==> src/rfm_pkg.sv <==
// ---------------------------------------------------------------------------
// rfm_pkg
// Types and constants shared by the recursive FIFO mutex block.
// ---------------------------------------------------------------------------
package rfm_pkg;

    localparam int DEPTH_W  = 8;
    localparam int STATUS_W = 3;

    // Request kinds
    localparam logic KIND_ACQUIRE = 1'b0;
    localparam logic KIND_RELEASE = 1'b1;

    // Result status codes
    typedef enum logic [STATUS_W-1:0] {
        ST_GRANT_NEW  = 3'd0,
        ST_GRANT_NEST = 3'd1,
        ST_QUEUED     = 3'd2,
        ST_DEC        = 3'd3,
        ST_FREED      = 3'd4,
        ST_HANDOFF    = 3'd5,
        ST_ERR_FULL   = 3'd6,
        ST_ERR_OWNER  = 3'd7
    } t_status;

    // Controller states, one-hot
    typedef enum logic [1:0] {
        S_IDLE = 2'b01,
        S_EVAL = 2'b10
    } t_state;

    // Controller to datapath
    typedef struct packed {
        logic load_req;
        logic commit;
    } t_ctrl_cmd;

    // Datapath to controller
    typedef struct packed {
        logic out_free;
    } t_dp_status;

endpackage

==> src/recursive_fifo_mutex_top.sv <==
// Recursive FIFO mutex: each request (acquire or release with a thread id)
// passes through the controller states S_IDLE and S_EVAL. In the accepting
// cycle the request is latched and the head of the wait FIFO memory is read.
// In S_EVAL the block decides and commits once the output register is free,
// so the result then sits there. The registered read of that memory is why
// the decision waits for S_EVAL. No new request is taken until the previous
// one is committed, but one may be accepted while the previous result still
// waits in the output register. Ownership hand-off pops the oldest waiter;
// the wait FIFO holds WAIT_DEPTH ids and needs no clearing after reset.
// ---------------------------------------------------------------------------
// recursive_fifo_mutex_top
// Top level: controller plus datapath with a one-register config port.
// ---------------------------------------------------------------------------
module recursive_fifo_mutex_top
    import rfm_pkg::*;
#(
    parameter int WAIT_DEPTH = 16,
    parameter int ID_BITS    = 8,
    parameter int MAX_NEST   = 255
) (
    input  logic                i_clk,
    input  logic                i_rst_n,
    input  logic                i_in_valid,
    output logic                o_in_stall,
    input  logic                i_kind,
    input  logic [ID_BITS-1:0]  i_thread_id,
    output logic                o_out_valid,
    input  logic                i_out_stall,
    output logic [STATUS_W-1:0] o_status,
    output logic                o_woken_valid,
    output logic [ID_BITS-1:0]  o_woken_thread,
    output logic [DEPTH_W-1:0]  o_depth_now,
    input  logic                i_cfg_valid,
    output logic                o_cfg_ready,
    input  logic                i_cfg_data
);

    t_ctrl_cmd  cmd;
    t_dp_status sts;

    // Config writes are always taken
    assign o_cfg_ready = 1'b1;

    rfm_ctrl u_ctrl (
        .i_clk      (i_clk),
        .i_rst_n    (i_rst_n),
        .i_in_valid (i_in_valid),
        .o_in_stall (o_in_stall),
        .i_sts      (sts),
        .o_cmd      (cmd)
    );

    rfm_datapath #(
        .WAIT_DEPTH (WAIT_DEPTH),
        .ID_BITS    (ID_BITS),
        .MAX_NEST   (MAX_NEST)
    ) u_dp (
        .i_clk          (i_clk),
        .i_rst_n        (i_rst_n),
        .i_cmd          (cmd),
        .o_sts          (sts),
        .i_kind         (i_kind),
        .i_thread_id    (i_thread_id),
        .i_cfg_we       (i_cfg_valid && o_cfg_ready),
        .i_cfg_data     (i_cfg_data),
        .i_out_stall    (i_out_stall),
        .o_out_valid    (o_out_valid),
        .o_status       (o_status),
        .o_woken_valid  (o_woken_valid),
        .o_woken_thread (o_woken_thread),
        .o_depth_now    (o_depth_now)
    );

endmodule

==> src/rfm_ctrl.sv <==
// ---------------------------------------------------------------------------
// rfm_ctrl
// Sequencer: takes one request, lets the datapath evaluate it and commits
// the result once the output register can take it.
// ---------------------------------------------------------------------------
module rfm_ctrl
    import rfm_pkg::*;
(
    input  logic       i_clk,
    input  logic       i_rst_n,
    input  logic       i_in_valid,
    output logic       o_in_stall,
    input  t_dp_status i_sts,
    output t_ctrl_cmd  o_cmd
);

    t_state r_state;
    t_state n_state;

    // Handshake and commands
    assign o_in_stall     = (r_state != S_IDLE);
    assign o_cmd.load_req = (r_state == S_IDLE) && i_in_valid;
    assign o_cmd.commit   = (r_state == S_EVAL) && i_sts.out_free;

    // Next state
    always_comb begin
        n_state = r_state;
        unique case (r_state)
            S_IDLE: begin
                if (i_in_valid) n_state = S_EVAL;
            end
            S_EVAL: begin
                if (i_sts.out_free) n_state = S_IDLE;
            end
            default: n_state = S_IDLE;
        endcase
    end

    always_ff @(posedge i_clk) begin
        if (!i_rst_n) begin
            r_state <= S_IDLE;
        end else begin
            r_state <= n_state;
        end
    end

endmodule

==> src/rfm_datapath.sv <==
// ---------------------------------------------------------------------------
// rfm_datapath
// Owner, nesting depth, wait FIFO memory, decision logic and the output
// register.
// ---------------------------------------------------------------------------
module rfm_datapath
    import rfm_pkg::*;
#(
    parameter int WAIT_DEPTH = 16,
    parameter int ID_BITS    = 8,
    parameter int MAX_NEST   = 255
) (
    input  logic                i_clk,
    input  logic                i_rst_n,
    input  t_ctrl_cmd           i_cmd,
    output t_dp_status          o_sts,
    input  logic                i_kind,
    input  logic [ID_BITS-1:0]  i_thread_id,
    input  logic                i_cfg_we,
    input  logic                i_cfg_data,
    input  logic                i_out_stall,
    output logic                o_out_valid,
    output logic [STATUS_W-1:0] o_status,
    output logic                o_woken_valid,
    output logic [ID_BITS-1:0]  o_woken_thread,
    output logic [DEPTH_W-1:0]  o_depth_now
);

    localparam int AW = $clog2(WAIT_DEPTH);
    localparam int CW = $clog2(WAIT_DEPTH + 1);
    localparam logic [AW-1:0]      LAST_SLOT = AW'(WAIT_DEPTH - 1);
    localparam logic [CW-1:0]      FULL_CNT  = CW'(WAIT_DEPTH);
    localparam logic [DEPTH_W-1:0] NEST_LIM  = DEPTH_W'(MAX_NEST);
    localparam logic [DEPTH_W-1:0] ONE_LVL   = DEPTH_W'(1);

    // Latched request and mode
    logic               r_kind;
    logic [ID_BITS-1:0] r_tid;
    logic               r_mode;

    // Mutex state
    logic [ID_BITS-1:0] r_owner_id,    n_owner_id;
    logic               r_owner_valid, n_owner_valid;
    logic [DEPTH_W-1:0] r_depth,       n_depth;
    logic [AW-1:0]      r_head,        n_head;
    logic [AW-1:0]      r_tail,        n_tail;
    logic [CW-1:0]      r_count,       n_count;

    // Wait FIFO storage, head entry read every cycle
    logic [ID_BITS-1:0] r_wait_mem [WAIT_DEPTH];
    logic [ID_BITS-1:0] r_rd_data;

    // Output register
    logic               r_out_valid;
    t_status            r_status,  n_status;
    logic               r_wv,      n_wv;
    logic [ID_BITS-1:0] r_woken,   n_woken;
    logic [DEPTH_W-1:0] r_dnow,    n_dnow;

    logic               push;
    logic               is_holder;
    logic [DEPTH_W-1:0] limit;

    assign is_holder = r_owner_valid && (r_owner_id == r_tid);
    assign limit     = r_mode ? NEST_LIM : ONE_LVL;

    // Request decision
    always_comb begin
        n_owner_id    = r_owner_id;
        n_owner_valid = r_owner_valid;
        n_depth       = r_depth;
        n_head        = r_head;
        n_tail        = r_tail;
        n_count       = r_count;
        n_wv          = 1'b0;
        n_woken       = '0;
        push          = 1'b0;
        n_status      = ST_ERR_OWNER;
        if (r_kind == KIND_ACQUIRE) begin
            priority if (is_holder) begin
                if (r_depth < limit) begin
                    n_depth  = r_depth + ONE_LVL;
                    n_status = ST_GRANT_NEST;
                end else begin
                    n_status = ST_ERR_FULL;
                end
            end else if (!r_owner_valid) begin
                n_owner_valid = 1'b1;
                n_owner_id    = r_tid;
                n_depth       = ONE_LVL;
                n_status      = ST_GRANT_NEW;
            end else if (r_count < FULL_CNT) begin
                push     = 1'b1;
                n_tail   = (r_tail == LAST_SLOT) ? '0 : r_tail + AW'(1);
                n_count  = r_count + CW'(1);
                n_status = ST_QUEUED;
            end else begin
                n_status = ST_ERR_FULL;
            end
        end else begin
            priority if (!is_holder) begin
                n_status = ST_ERR_OWNER;
            end else if (r_depth > ONE_LVL) begin
                n_depth  = r_depth - ONE_LVL;
                n_status = ST_DEC;
            end else if (r_count != '0) begin
                n_woken    = r_rd_data;
                n_wv       = 1'b1;
                n_head     = (r_head == LAST_SLOT) ? '0 : r_head + AW'(1);
                n_count    = r_count - CW'(1);
                n_owner_id = r_rd_data;
                n_depth    = ONE_LVL;
                n_status   = ST_HANDOFF;
            end else begin
                n_owner_valid = 1'b0;
                n_owner_id    = '0;
                n_depth       = '0;
                n_status      = ST_FREED;
            end
        end
        n_dnow = n_owner_valid ? n_depth : '0;
    end

    // Request latch
    always_ff @(posedge i_clk) begin
        if (i_cmd.load_req) begin
            r_kind <= i_kind;
            r_tid  <= i_thread_id;
        end
    end

    // Control state and mode register
    always_ff @(posedge i_clk) begin
        if (!i_rst_n) begin
            r_mode        <= 1'b0;
            r_owner_id    <= '0;
            r_owner_valid <= 1'b0;
            r_depth       <= '0;
            r_head        <= '0;
            r_tail        <= '0;
            r_count       <= '0;
            r_out_valid   <= 1'b0;
        end else begin
            if (i_cfg_we) r_mode <= i_cfg_data;
            if (i_cmd.commit) begin
                r_owner_id    <= n_owner_id;
                r_owner_valid <= n_owner_valid;
                r_depth       <= n_depth;
                r_head        <= n_head;
                r_tail        <= n_tail;
                r_count       <= n_count;
                r_out_valid   <= 1'b1;
            end else if (!i_out_stall) begin
                r_out_valid   <= 1'b0;
            end
        end
    end

    // FIFO memory
    always_ff @(posedge i_clk) begin
        if (i_cmd.commit && push) r_wait_mem[r_tail] <= r_tid;
        r_rd_data <= r_wait_mem[r_head];
    end

    // Output payload
    always_ff @(posedge i_clk) begin
        if (i_cmd.commit) begin
            r_status <= n_status;
            r_wv     <= n_wv;
            r_woken  <= n_woken;
            r_dnow   <= n_dnow;
        end
    end

    assign o_sts.out_free = !r_out_valid || !i_out_stall;
    assign o_out_valid    = r_out_valid;
    assign o_status       = r_status;
    assign o_woken_valid  = r_wv;
    assign o_woken_thread = r_woken;
    assign o_depth_now    = r_dnow;

endmodule

==> config.mk <==
export PLATFORM = sky130hd
export DESIGN_NAME = recursive_fifo_mutex_top
export DESIGN_NICKNAME = d
export VERILOG_FILES = /design/src/rfm_pkg.sv /design/src/recursive_fifo_mutex_top.sv /design/src/rfm_ctrl.sv /design/src/rfm_datapath.sv
export SDC_FILE = /design/constraint.sdc
export NUM_CORES = 1
export LEC_CHECK = 0
export BUFFER_PORTS_ARGS = -buffer_cell sky130_fd_sc_hd__buf_2
export CAP_MARGIN = 10
export CELL_PAD_IN_SITES_DETAIL_PLACEMENT = 0
export CELL_PAD_IN_SITES_GLOBAL_PLACEMENT = 2
export CORE_ASPECT_RATIO = 0.8
export CORE_MARGIN = 1.5
export CORE_UTILIZATION = 48
export DETAILED_ROUTE_END_ITERATION = 6
export HOLD_SLACK_MARGIN = 0.02
export PLACE_DENSITY_LB_ADDON = 0.1
export SLEW_MARGIN = 20
export SYNTH_ARGS = -nofsm -noshare
export SYNTH_HDL_FRONTEND = slang
export SYNTH_HIERARCHICAL = 1
export SYNTH_SLANG_ARGS = --single-unit
==> constraint.sdc <==
create_clock -name i_clk -period 5.6 [get_ports i_clk]
set_input_delay 0.56 -clock i_clk [delete_from_list [all_inputs] [get_ports i_clk]]
set_output_delay 0.56 -clock i_clk [all_outputs]
set_load 0.1 [all_outputs]
======== Word level (Yosys, flattened, before mapping) ========
Memories as Yosys holds them, arrays and structs flattened. A register that Yosys moved wholly into a read port is not among the register bits.
Index checks and enable logic that the tools add are counted.
word-level totals
  memories kept ........................... 1
  input bits .............................. 15
  logic and storage cells ................. 106
  bits in writable memories ............... 128
  register bits after elaboration ......... 63
  output and inout bits ................... 23
memories
  name             words  width  rd ports  clocked after Yosys merged registers in  write ports  line                RTL
  u_dp.r_wait_mem  16     8      1         1                                        1            rfm_datapath.sv:50  logic [ID_BITS-1:0] r_wait_mem [WAIT_DEPTH];
cells by class
  reductions and logical operators ........ 16
  $add $sub $neg .......................... 6
  $lt $le $gt $ge ......................... 3
  multiplexer cells ....................... 48
  bitwise operators ....................... 3
  eq/ne operators ......................... 14
operators by type and width
  operator             count
  $mux 8               13
  $mux 5               7
  $mux 3               7
  $mux 1               16
  $reduce_and 5->1     3
  $ne 2x2->1 const B   5
  $add 4x1->4 const B  2
  $add 8x1->8 const B  1
  $eq 4x4->1 const B   2
  $eq 8x8->1           1
  $gt 8x1->1 const B   1
  $lt 8x8->1           1
  $mux 4               2
  $ne 2x1->1 const B   4
  $sub 8x1->8 const B  1
  $reduce_and 7->1     1
  $add 5x1->5 const B  1
  $lt 5x5->1 const B   1
  $reduce_bool 5->1    1
  $sub 5x1->5 const B  1
  $logic_and 1x1->1    4
  $mux 2               2
  $pmux 2 s2           1
  $reduce_bool 2->1    2
  other kinds (7)      10

======== Logic depth before layout (Yosys ltp) ========
Gate-level depths: netlist (run 1).
  depth after elaboration ................. 8
  mapped depth ............................ 12
  depth with buffers taken out ............ 11

======== Hierarchy ========
Netlist (run 1), hierarchy kept.
modules (own cells, without submodules)
  module                    sequential area each (um2)  instances  area an instance (um2)  cells each
  rfm_datapath              5515.3                      1          8668.3                  581
  rfm_ctrl                  40.0                        1          87.6                    9
  recursive_fifo_mutex_top  0.0                         1          11.3                    2

======== Worst setup path before layout (run 1) ========
Ideal clock, no wire load.
  kind .................................... register to register
  from .................................... reg u_dp.r_out_valid (netlist: u_dp/o_out_valid)
  to ...................................... mem u_dp.r_wait_mem[3][0] (enable)
  stages on the path, launching flop included .. 8
  data arrival time ....................... 3606 ps
  required time ........................... 5217 ps
  slack ................................... 1611 ps
  cells stage by stage .................... dfxtp_1 > nand2_1 > nand2_1 > nor2_1 > clkinv_1 > nor3_1 > nand3_1 > nor3_1
RTL lines
  element                 line                 RTL
  start, declared         rfm_datapath.sv:54   logic r_out_valid;
  start signal, assigned  rfm_datapath.sv:142  r_out_valid <= 1'b0;
  start signal, assigned  rfm_datapath.sv:152  r_out_valid <= 1'b1;
  start signal, assigned  rfm_datapath.sv:154  r_out_valid <= 1'b0;
  end, declared           rfm_datapath.sv:50

======== Final worst setup path (run 1) ========
  from .................................... reg u_dp.r_tid[4]
  to ...................................... reg u_dp.r_count[3]
between the ends
  word-level cells in the longest chain between the ends .. 4
ends and longest elaborated chain
  element                                       line                 RTL
  start, declared                               rfm_datapath.sv:38   logic [ID_BITS-1:0] r_tid;
  start signal, assigned                        rfm_datapath.sv:128  r_tid <= i_thread_id;
  $eq 8x8->1 (*)                                rfm_datapath.sv:64   assign is_holder = r_owner_valid && (r_owner_id == r_tid);
  $logic_and 1x1->1 (*)                         rfm_datapath.sv:64
  $ne 2x1->1 (no line) (tied with other cells)  --
  $reduce_and 7->1 (no line) (*)                --
  end signal, assigned                          rfm_datapath.sv:151  r_count <= n_count;
  end, declared                                 rfm_datapath.sv:47   logic [CW-1:0] r_count, n_count;
Every way passes the cells marked *; elsewhere a longest branch is shown, timed or not.
A chain may end at the register's enable or synchronous reset.

==> results of run 1 <==
[worst paths after layout]
path | start | endpoint | slack (ns) | cells after the start
worst max-delay path | u_dp/r_tid[4]$_DFFE_PP_ | u_dp/r_count[3]$_SDFFE_PN0P_ | 1.83 | 10
worst min-delay path | i_kind | u_dp/r_kind$_DFFE_PP_ | 0.29 | 1
worst max register to register | u_dp/r_tid[4]$_DFFE_PP_ | u_dp/r_count[3]$_SDFFE_PN0P_ | 1.83 | 10
worst min register to register | u_dp/r_mode$_SDFFE_PN0P_ | u_dp/r_mode$_SDFFE_PN0P_ | 0.51 | 2
[stage by stage]
step	setup WS, ns	power [uW]	hold WS (ns)
CTS	1.87	2930	0.274
global placement	1.96	1740	0.490
detailed placement	1.88	1740	0.501
finish	1.83	2910	0.287
floorplan	1.61	1710	0.460
global route	1.59	3000	0.267
[cells in the final DEF (no fill, tap or decap), drive strengths merged, types with 3 or more instances in the layout]
master,n
buf,44
dfxtp,42
nand3,18
a21oi,22
o21ai,13
or4,4
nand2b,3
nand4,6
nor3,13
mux2i,14
and2,9
nor2,43
mux2,3
o2bb2ai,9
a211oi,5
and3,3
inv,19
mux4,40
nand2,37
xor2,3
clkinvlp,3
a31oi,10
xnor2,16
edfxtp,157
clkbuf,17
clkinv,10
o21a,3
nor4,7
o22ai,6
ha,21
[report_power, final]
part / leakage [uW] / total [uW] / internal, uW / switching, uW
combinational: 0.00114 / 88.3 / 24.6 / 63.7
sequential: 0.00178 / 1620 / 1600 / 22.0
clock: 0.000277 / 1200 / 595 / 603
total: 0.00320 / 2910 / 2220 / 689
[cell usage after synthesis (3+ instances only)]
cell | count | area, um^2
inv_1 | 14 | 52.6
o2bb2ai_1 | 9 | 78.8
edfxtp_1 | 157 | 4710
dfxtp_1 | 42 | 841
nand4_1 | 4 | 25.0
nor3_1 | 13 | 65.1
and3_1 | 3 | 18.8
nand2_1 | 37 | 139
xor2_1 | 3 | 26.3
o21ai_0 | 11 | 55.1
buf_6 | 4 | 45.0
clkbuf_1 | 17 | 63.8
nor4_1 | 6 | 37.5
and2_1 | 9 | 56.3
a21oi_1 | 22 | 110
o22ai_1 | 6 | 37.5
nand2b_1 | 3 | 18.8
clkinv_1 | 3 | 11.3
mux2_2 | 3 | 33.8
buf_1 | 3 | 11.3
a31oi_1 | 9 | 56.3
ha_1 | 21 | 263
a211oi_1 | 5 | 37.5
clkbuf_8 | 4 | 55.1
nor2_1 | 43 | 161
o21a_1 | 3 | 22.5
xnor2_1 | 16 | 140
buf_4 | 4 | 30.0
mux4_2 | 40 | 901
nand3_1 | 18 | 90.1
mux2i_1 | 14 | 140
[state kept, by name, summed over array words and instances (netlist names), 3 cells and up]
register and flops:
u_dp/r_wait_mem 128, u_dp/r_depth 8, u_dp/r_rd_data 8, u_dp/o_depth_now 8
u_dp/r_head 4, u_dp/r_count 5, u_dp/r_owner_id 8, u_dp/r_tail 4
u_dp/o_status 3, u_dp/o_woken_thread 8, u_dp/r_tid 8
[worst max-delay path: stages (launching register included)]
cell and delay, ns:
edfxtp_1 0.75, xnor2_1 0.21, nand4_2 0.26, or2_2 0.54
nor2_1 0.28, inv_1 0.14, ha_1 0.28, or4_1 0.49
a31oi_2 0.41, mux2i_1 0.24, nor2_1 0.05
[cell type report]
type                       count  area [um^2]  share of cell area, %
clock buffer                  17          425                   4.38
clock inverter                15          164                   1.69
inverter                      17         63.8                  0.658
multi-input combinational    342         2970                   30.6
sequential                   199         5560                   57.3
tap                          225          282                   2.90
timing repair buffer          44          240                   2.48
[metal layers]
layer,track usage [%],up-vias,share of wire [%]
met1,33.1,2655,47
met4,6.01,0,1.1
met2,32.1,215,44
met5,0,-,0
li1,-,2372,-
met3,6.51,21,7.6
[cell families after synthesis]
group                      Yosys count  share of synthesized area, %
AOI/OAI and AO/OA                   93                          7.35
and+or+nand+nor                    150                          8.68
xor gates and xnor gates            19                          1.90
buffers and inverters               51                          3.18
other                                1                        0.0428
muxes                               57                          12.3
adders and majority gates           22                          3.23
DFF                                199                          63.4
==> flow_metrics.tcl, run 1 <==
set metrics [dict create \
    synth_nets 629 \
    maxSlewHeadroom_pct 22.5 \
    htreeDepth 4 \
    grt_pass1_wl_mm 30.5 \
    syn_inst 592 \
    p_per_area_mw_per_mm2 300 \
    fin_crit_ns 3.77 \
    clockBufferDepth 2 \
    finalCritPeriodShare_pct 67.4 \
    fp-row-count 43 \
    grt_overflow 0 \
    syn_area_per_cell_um2 14.8 \
    n_antenna_cell 0 \
    ys_warn_count 6 \
    dr.first_iter.drc_count 638 \
    post_cts_buffers 0 \
    cts_root_buf "clkbuf_16" \
    fmaxAchievable_ghz 0.265 \
    fin_skew_ns 0.0205 \
    cts_buffers 17 \
    fill_cells 1436 \
    drtPass1Iterations 5 \
    critical_path_required_ns 5.92 \
    dr_total_vias 5263 \
    tightest_slew_ns 1.16 \
    design.portCount 38 \
    die_h_um 124 \
    cp_max_fo 18 \
    peakVddDrop_v 0.000172 \
    syn_area_mm2 0.00877 \
    grt_max_degree 40 \
    final_layout_size_suffix_gt1_share_pct 22.2 \
    vias_per_cell 6.13 \
    fp.dieW_um 154 \
    synth-seq-cells 199 \
    routedWlPerCell_um 23.3 \
    ant_nets 0 \
    cts_tree "yes" \
    wl_mm 20.0 \
    worst-setup-path-type "flop to flop" \
    worst_setup_path_start_kind "flop" \
    cp-end-kind "flop" \
    hold_path_class "primary input to flop" \
    clock_latency_ns 0.45 \
    synth_edf_count 157 \
    ys_seq_area_share_pct 63.4 \
    status "completed" \
    finalHoldViolCount 0 \
    cts.repair.resized 0 \
    coreArea_mm2 0.0176 \
    grt_pass1_vias 4959 \
    maxCapViolCount 0 \
    grt.total_usage_pct 22.3 \
    crit_arrival_ns 4.09 \
    detailed_place_hpwl_mm 12.9 \
    clock-sinks 199 \
    power_leakage_uw 0.00320 \
    fin_nets 658 \
    gp_congestion 0.793 \
    finalSetupViolCount 0 \
    synth_cell_types 65 \
    die_area_mm2 0.0191 \
    synthArstFlopShare_pct 0 \
    post_dp_cell_area_mm2 0.00910 \
    final_area_mm2 0.00970 \
    drc 0 \
    start_util_pct 49.8 \
    layout.cells.non_filler 859 \
    dpl.cell_count 827 \
    rsz0062_at_grt "false" \
    port_buffers 36 \
    synth_ff_type "edfxtp_1" \
    slew_violations 0 \
    tns_ns 0 \
    path_clk_slew_ns 0.08 \
    antenna_found_initial 0 \
    cts_hold_buf 0 \
    final_util_pct 55.2 \
    syn_to_final_growth_pct 10.7 \
]
No activity file was read; power rests on OpenSTA's default activity.
==> inputs of run 2 (changes only) <==
- CORE_UTILIZATION: 48 -> 41
- clock period: 5.6 -> 3.05 ns (I/O delays scaled with it)
==> run 2 against run 1 <==
Net effect:
- fmax rose by 39%
- die area increased by 17%
- clock skew fell by 0.0066 ns
- utilization down 7.0 points
- largest cell class unchanged
- largest power group unchanged
==> flow_metrics.tcl, run 2 (synthesis gave the netlist of run 1 again) <==
set metrics [dict create \
    grt_pass1_wl_mm 32.0 \
    layout.cells.most_common_list "edfxtp_1, buf_4, dfxtp_1, nor2_1, mux4_2" \
    syn_to_final_growth_pct 14.3 \
    slew_violations 0 \
    coreArea_mm2 0.0208 \
    ant_nets 0 \
    rsz0062_at_grt "false" \
    crit_arrival_ns 3.05 \
    fin_ws_ns 0.333 \
    finalHoldViolCount 0 \
    clock_latency_ns 0.44 \
    hold_path_class "primary input to flop" \
    vias_per_cell 5.65 \
    wl_met1_mm 11.2 \
    die_area_mm2 0.0223 \
    grt.total_usage_pct 19.6 \
    clock-sinks 199 \
    fin_nets 695 \
    dr_wl_met2_mm 8.77 \
    detailed_place_hpwl_mm 14.6 \
    tightest_slew_ns 0.932 \
    die_h_um 134 \
    largest_reg_flops 128 \
    worst_setup_path_start_kind "flop" \
    grt_max_degree 40 \
    cts_root_buf "clkbuf_16" \
    drtPass1Iterations 7 \
    cts_tree "yes" \
    design.portCount 38 \
    final_layout_size_suffix_gt1_share_pct 25.6 \
    drc 0 \
    fin_skew_ns 0.0138 \
    maxSlewHeadroom_pct 37.6 \
    n_antenna_cell 0 \
    dr.first_iter.drc_count 420 \
    htreeDepth 4 \
    finalHoldWorstSlack_ns 0.0440 \
    dp_worst_setup_slack_ns 0.332 \
    clockBufferDepth 2 \
    final_area_mm2 0.0100 \
    status "completed" \
    critical_path_required_ns 3.38 \
    antenna_found_initial 0 \
    cp_max_fo 7 \
    largest_register "u_dp/r_wait_mem" \
    maxCapViolCount 0 \
    start_util_pct 42.1 \
    power_leakage_uw 0.00336 \
    gp_congestion 0.778 \
    p_per_area_mw_per_mm2 532 \
    dr.max_layer_used "met4" \
    finalCritPeriodShare_pct 89.1 \
    fmaxAchievable_ghz 0.368 \
    fp-row-count 47 \
    fp.dieW_um 166 \
    peakVddDrop_v 0.000265 \
    worst-setup-path-type "flop to flop" \
    grt_overflow 0 \
    cp-end-kind "flop" \
    routedWlPerCell_um 22.5 \
    post_dp_cell_area_mm2 0.00944 \
    final_common_cell "edfxtp_1" \
    cts_buffers 17 \
    dr_total_vias 5314 \
    port_buffers 36 \
    fin_crit_ns 2.72 \
    met3_length_mm 1.04 \
    finalSetupViolCount 0 \
    path_clk_slew_ns 0.08 \
    grt_pass1_vias 5066 \
    wl_mm 21.1 \
]
[run 2: changes by cell type in the layout (fill, tap and decap cells not counted), moves of 2 or more]
| cell | change |
|---|---|
| inv_8 | +2 |
| nor3_1 | +2 |
| buf_4 | +35 |
| nor3_2 | -2 |
| clkinv_8 | -3 |
[run 2: power breakdown]
part,switching (uW),internal (uW)
Combinational,157,59.6
Clock,1080,1080
Sequential,10.7,2940
[run 2: critical path: stages (launching register included)]
cell and delay, ns:
edfxtp_1 0.41, xnor2_1 0.19, nand4_2 0.13, or2_2 0.33
nor2_2 0.10, inv_1 0.09, ha_1 0.27, or4_1 0.52
a31oi_4 0.29, mux2i_1 0.24, nor2_1 0.05
[run 2: stage by stage]
| step | std cells | total power, uW | setup TNS, ns | util [%] |
|---|---|---|---|---|
| floorplan | 592 | 3150 | -2.81 | - |
| CTS | 940 | 5370 | 0 | 48.1 |
| global route | 940 | 5490 | 0 | 48.1 |
| finish | 940 | 5330 | 0 | 48.1 |
| global placement | 907 | 3220 | 0 | 45.4 |
| detailed placement | 907 | 3220 | 0 | 45.4 |
[run 2: path summary, 6_finish.rpt]
check / depth (start not counted) / slack, ns / endpoint / startpoint
max: 10 / 0.33 / u_dp/r_count[3]$_SDFFE_PN0P_ / u_dp/r_tid[3]$_DFFE_PP_
min: 1 / 0.04 / u_dp/r_tid[7]$_DFFE_PP_ / i_thread_id[7]
max reg2reg: 10 / 0.33 / u_dp/r_count[3]$_SDFFE_PN0P_ / u_dp/r_tid[3]$_DFFE_PP_
min reg2reg: 2 / 0.50 / u_dp/r_mode$_SDFFE_PN0P_ / u_dp/r_mode$_SDFFE_PN0P_
[run 2: what timing repair did]
item                                   CTS  global route
endpoints found under the hold margin    1             0
hold buffers                             1             0
resized for setup                        0             0
buffers inserted                         0             0
[run 2: per-layer routing]
metal / up-vias / GRT usage (%)
met3: 11 / 4.13
li1: 2436 / -
met2: 146 / 26.9
met4: 0 / 4.14
met5: - / 0
met1: 2721 / 31.8
[run 2: cell type report]
type                            instances  area (um^2)
Fill cell                            1857        10800
Sequential cell                       199         5560
Multi-Input combinational cell        342         2960
Timing Repair Buffer                   81          533
Clock buffer                           18          429
Tap cell                              269          337
Clock inverter                         14          136
Inverter                               17         63.8
==> inputs of run 3 (changes only) <==
- CORE_ASPECT_RATIO: 0.8 -> 1.75
- CORE_MARGIN: 1.5 -> unset
- CTS_BUF_LIST: unset -> sky130_fd_sc_hd__clkbuf_16
==> run 3 against run 2 <==
Net effect:
- clock power rose by 6%
- critical endpoint is now u_dp/r_owner_id[0]$_SDFFE_PN0P_
- cell count fell by 1.4%
- hold slack better by 0.018 ns
- worst setup slack got worse by 0.12 ns
- die area decreased by 1.3%
- largest power group unchanged
- non-clock buffer count grew 4
==> flow_metrics.tcl, run 3 (synthesis gave the netlist of run 1 again) <==
set metrics [dict create \
    status "completed" \
    finalHoldWorstSlack_ns 0.0616 \
    routedWlPerCell_um 22.1 \
    final_layout_size_suffix_gt1_share_pct 25.9 \
    port_buffers 36 \
    p_per_area_mw_per_mm2 543 \
    grt_pass1_wl_mm 31.8 \
    vias_per_cell 5.62 \
    cts_root_buf "clkbuf_16" \
    grt_overflow 0 \
    design.portCount 38 \
    power_leakage_uw 0.00341 \
    cp_max_fo 8 \
    syn_to_final_growth_pct 14.9 \
    hold_path_class "primary input to flop" \
    fp.dieW_um 113 \
    clock_latency_ns 0.44 \
    dp_worst_setup_slack_ns 0.259 \
    fin_skew_ns 0.00739 \
    largest_reg_flops 128 \
    switching_power_uw 1230 \
    finalHoldViolCount 0 \
    sw_frac_of_total_pct 22.4 \
    grt_pass1_vias 5512 \
    layout.cells.most_common_list "edfxtp_1, buf_4, dfxtp_1, nor2_1, mux4_2" \
    drc 0 \
    detailed_place_hpwl_mm 15.2 \
    drtPass1Iterations 4 \
    crit_arrival_ns 3.16 \
    wl_mm 20.5 \
    maxCapViolCount 0 \
    final_common_cell "edfxtp_1" \
    worst-setup-path-type "flop to flop" \
    finalSetupViolCount 0 \
    fp-row-count 70 \
    hold_depth 1 \
    htreeDepth 4 \
    rsz0062_at_grt "false" \
    pwr-share-seq_pct 53.9 \
    cp-end-kind "flop" \
    peakVddDrop_v 0.000485 \
    final_util_pct 48.1 \
    die_h_um 195 \
    grt_max_degree 40 \
    die_area_mm2 0.0220 \
    clockPowerShare_pct 42.1 \
    clock-sinks 199 \
    clockBufferDepth 2 \
    start_util_pct 41.9 \
    r2r_cells 8 \
    maxSlewHeadroom_pct 46.8 \
    finalCritPeriodShare_pct 93.1 \
    slowest_stage "nor4_1" \
    crit_chain "inv_1 > ha_1 > nor2_1 > or4_4 > nor4_1 > o21ai_2 > mux2i_1 > nor2_1" \
    slew_violations 0 \
    coreArea_mm2 0.0209 \
    path_clk_slew_ns 0.07 \
    cts_buffers 17 \
    internal_power_uw 4240 \
    dr_total_vias 5210 \
    max_stage_delay_ns 0.59 \
    worst_setup_path_start_kind "flop" \
    tns_ns 0 \
    cts.repair.resized 0 \
    fin_crit_ns 2.84 \
    critical_path_required_ns 3.37 \
    fin_nets 699 \
    tightest_slew_ns 0.788 \
    crit_path_frequent_cell "nor2_1" \
    gp_congestion 0.815 \
    combinationalPowerShare_pct 4.0 \
    fin_ws_ns 0.211 \
    cts_tree "yes" \
    post_cts_buffers 0 \
    n_antenna_cell 0 \
    grt.total_usage_pct 20.2 \
    dr.first_iter.drc_count 273 \
    antenna_found_initial 0 \
    largest_register "u_dp/r_wait_mem" \
    fmaxAchievable_ghz 0.352 \
    ant_nets 0 \
]
run 3: cell count changes in the layout (fill, tap and decap cells not counted):
cell	previous run	this run
bufinv_16	0	2
clkinv_1	3	4
inv_8	3	4
clkinv_4	1	0
clkinv_8	2	1
clkbuf_1	1	0
clkinv_2	1	0
dlygate4sd3_1	1	2
buf_4	43	46
run 3: critical path: cells and delay by family, from the launching register on:
| family | cells | cell delay, ns |
|---|---|---|
| compound gates | 1 | 0.35 |
| fa+ha+maj | 1 | 0.22 |
| buf+inv | 1 | 0.20 |
| flops | 1 | 0.41 |
| mux | 1 | 0.24 |
| simple gates | 4 | 1.29 |
run 3: power groups by stage:
stage / clock [uW] / combinational, uW / sequential (uW)
after global routing: 2450 / 237 / 2950
after detailed placement: 0 / 219 / 3010
after CTS: 2360 / 221 / 2950
after floorplan: 0 / 107 / 3040
after global placement: 0 / 215 / 3010
final: 2300 / 217 / 2950
run 3: layout make-up:
type,instances,area (um^2)
clock buffers,17,425
clock inverters,15,181
fillers,1787,10900
inverters,17,63.8
multi-input cells,342,2960
flip-flops and latches,199,5560
well taps,252,315
repair buffers,85,566
run 3: final timing paths:
kind | slack (ns) | startpoint | endpoint
max | 0.21 | u_dp/r_depth[0]$_SDFFE_PN0P_ | u_dp/r_owner_id[0]$_SDFFE_PN0P_
min | 0.06 | i_thread_id[3] | u_dp/r_tid[3]$_DFFE_PP_
max reg2reg | 0.21 | u_dp/r_depth[0]$_SDFFE_PN0P_ | u_dp/r_owner_id[0]$_SDFFE_PN0P_
min reg2reg | 0.50 | u_dp/r_mode$_SDFFE_PN0P_ | u_dp/r_mode$_SDFFE_PN0P_
run 3: through the flow:
stage / cell area [um^2] / std cells / total power [uW]
floorplan: 8800 / 592 / 3150
global placement: 9440 / 893 / 3220
detailed placement: 9440 / 893 / 3230
CTS: 10100 / 927 / 5530
global route: 10100 / 927 / 5630
finish: 10100 / 927 / 5470
run 3: metal layers:
metal | track usage [%] | vias up | part of all wire, %
met2 | 39.7 | 97 | 59
met3 | 3.29 | 40 | 2.1
met4 | 10.6 | 0 | 3.9
li1 | - | 2440 | -
met1 | 19.6 | 2633 | 35
met5 | 0 | - | 0
run 3: what timing repair did:
action,4_1_cts,5_1_grt
hold buffers,2,0
endpoints found under the hold margin,2,0
setup endpoints to repair,0,0
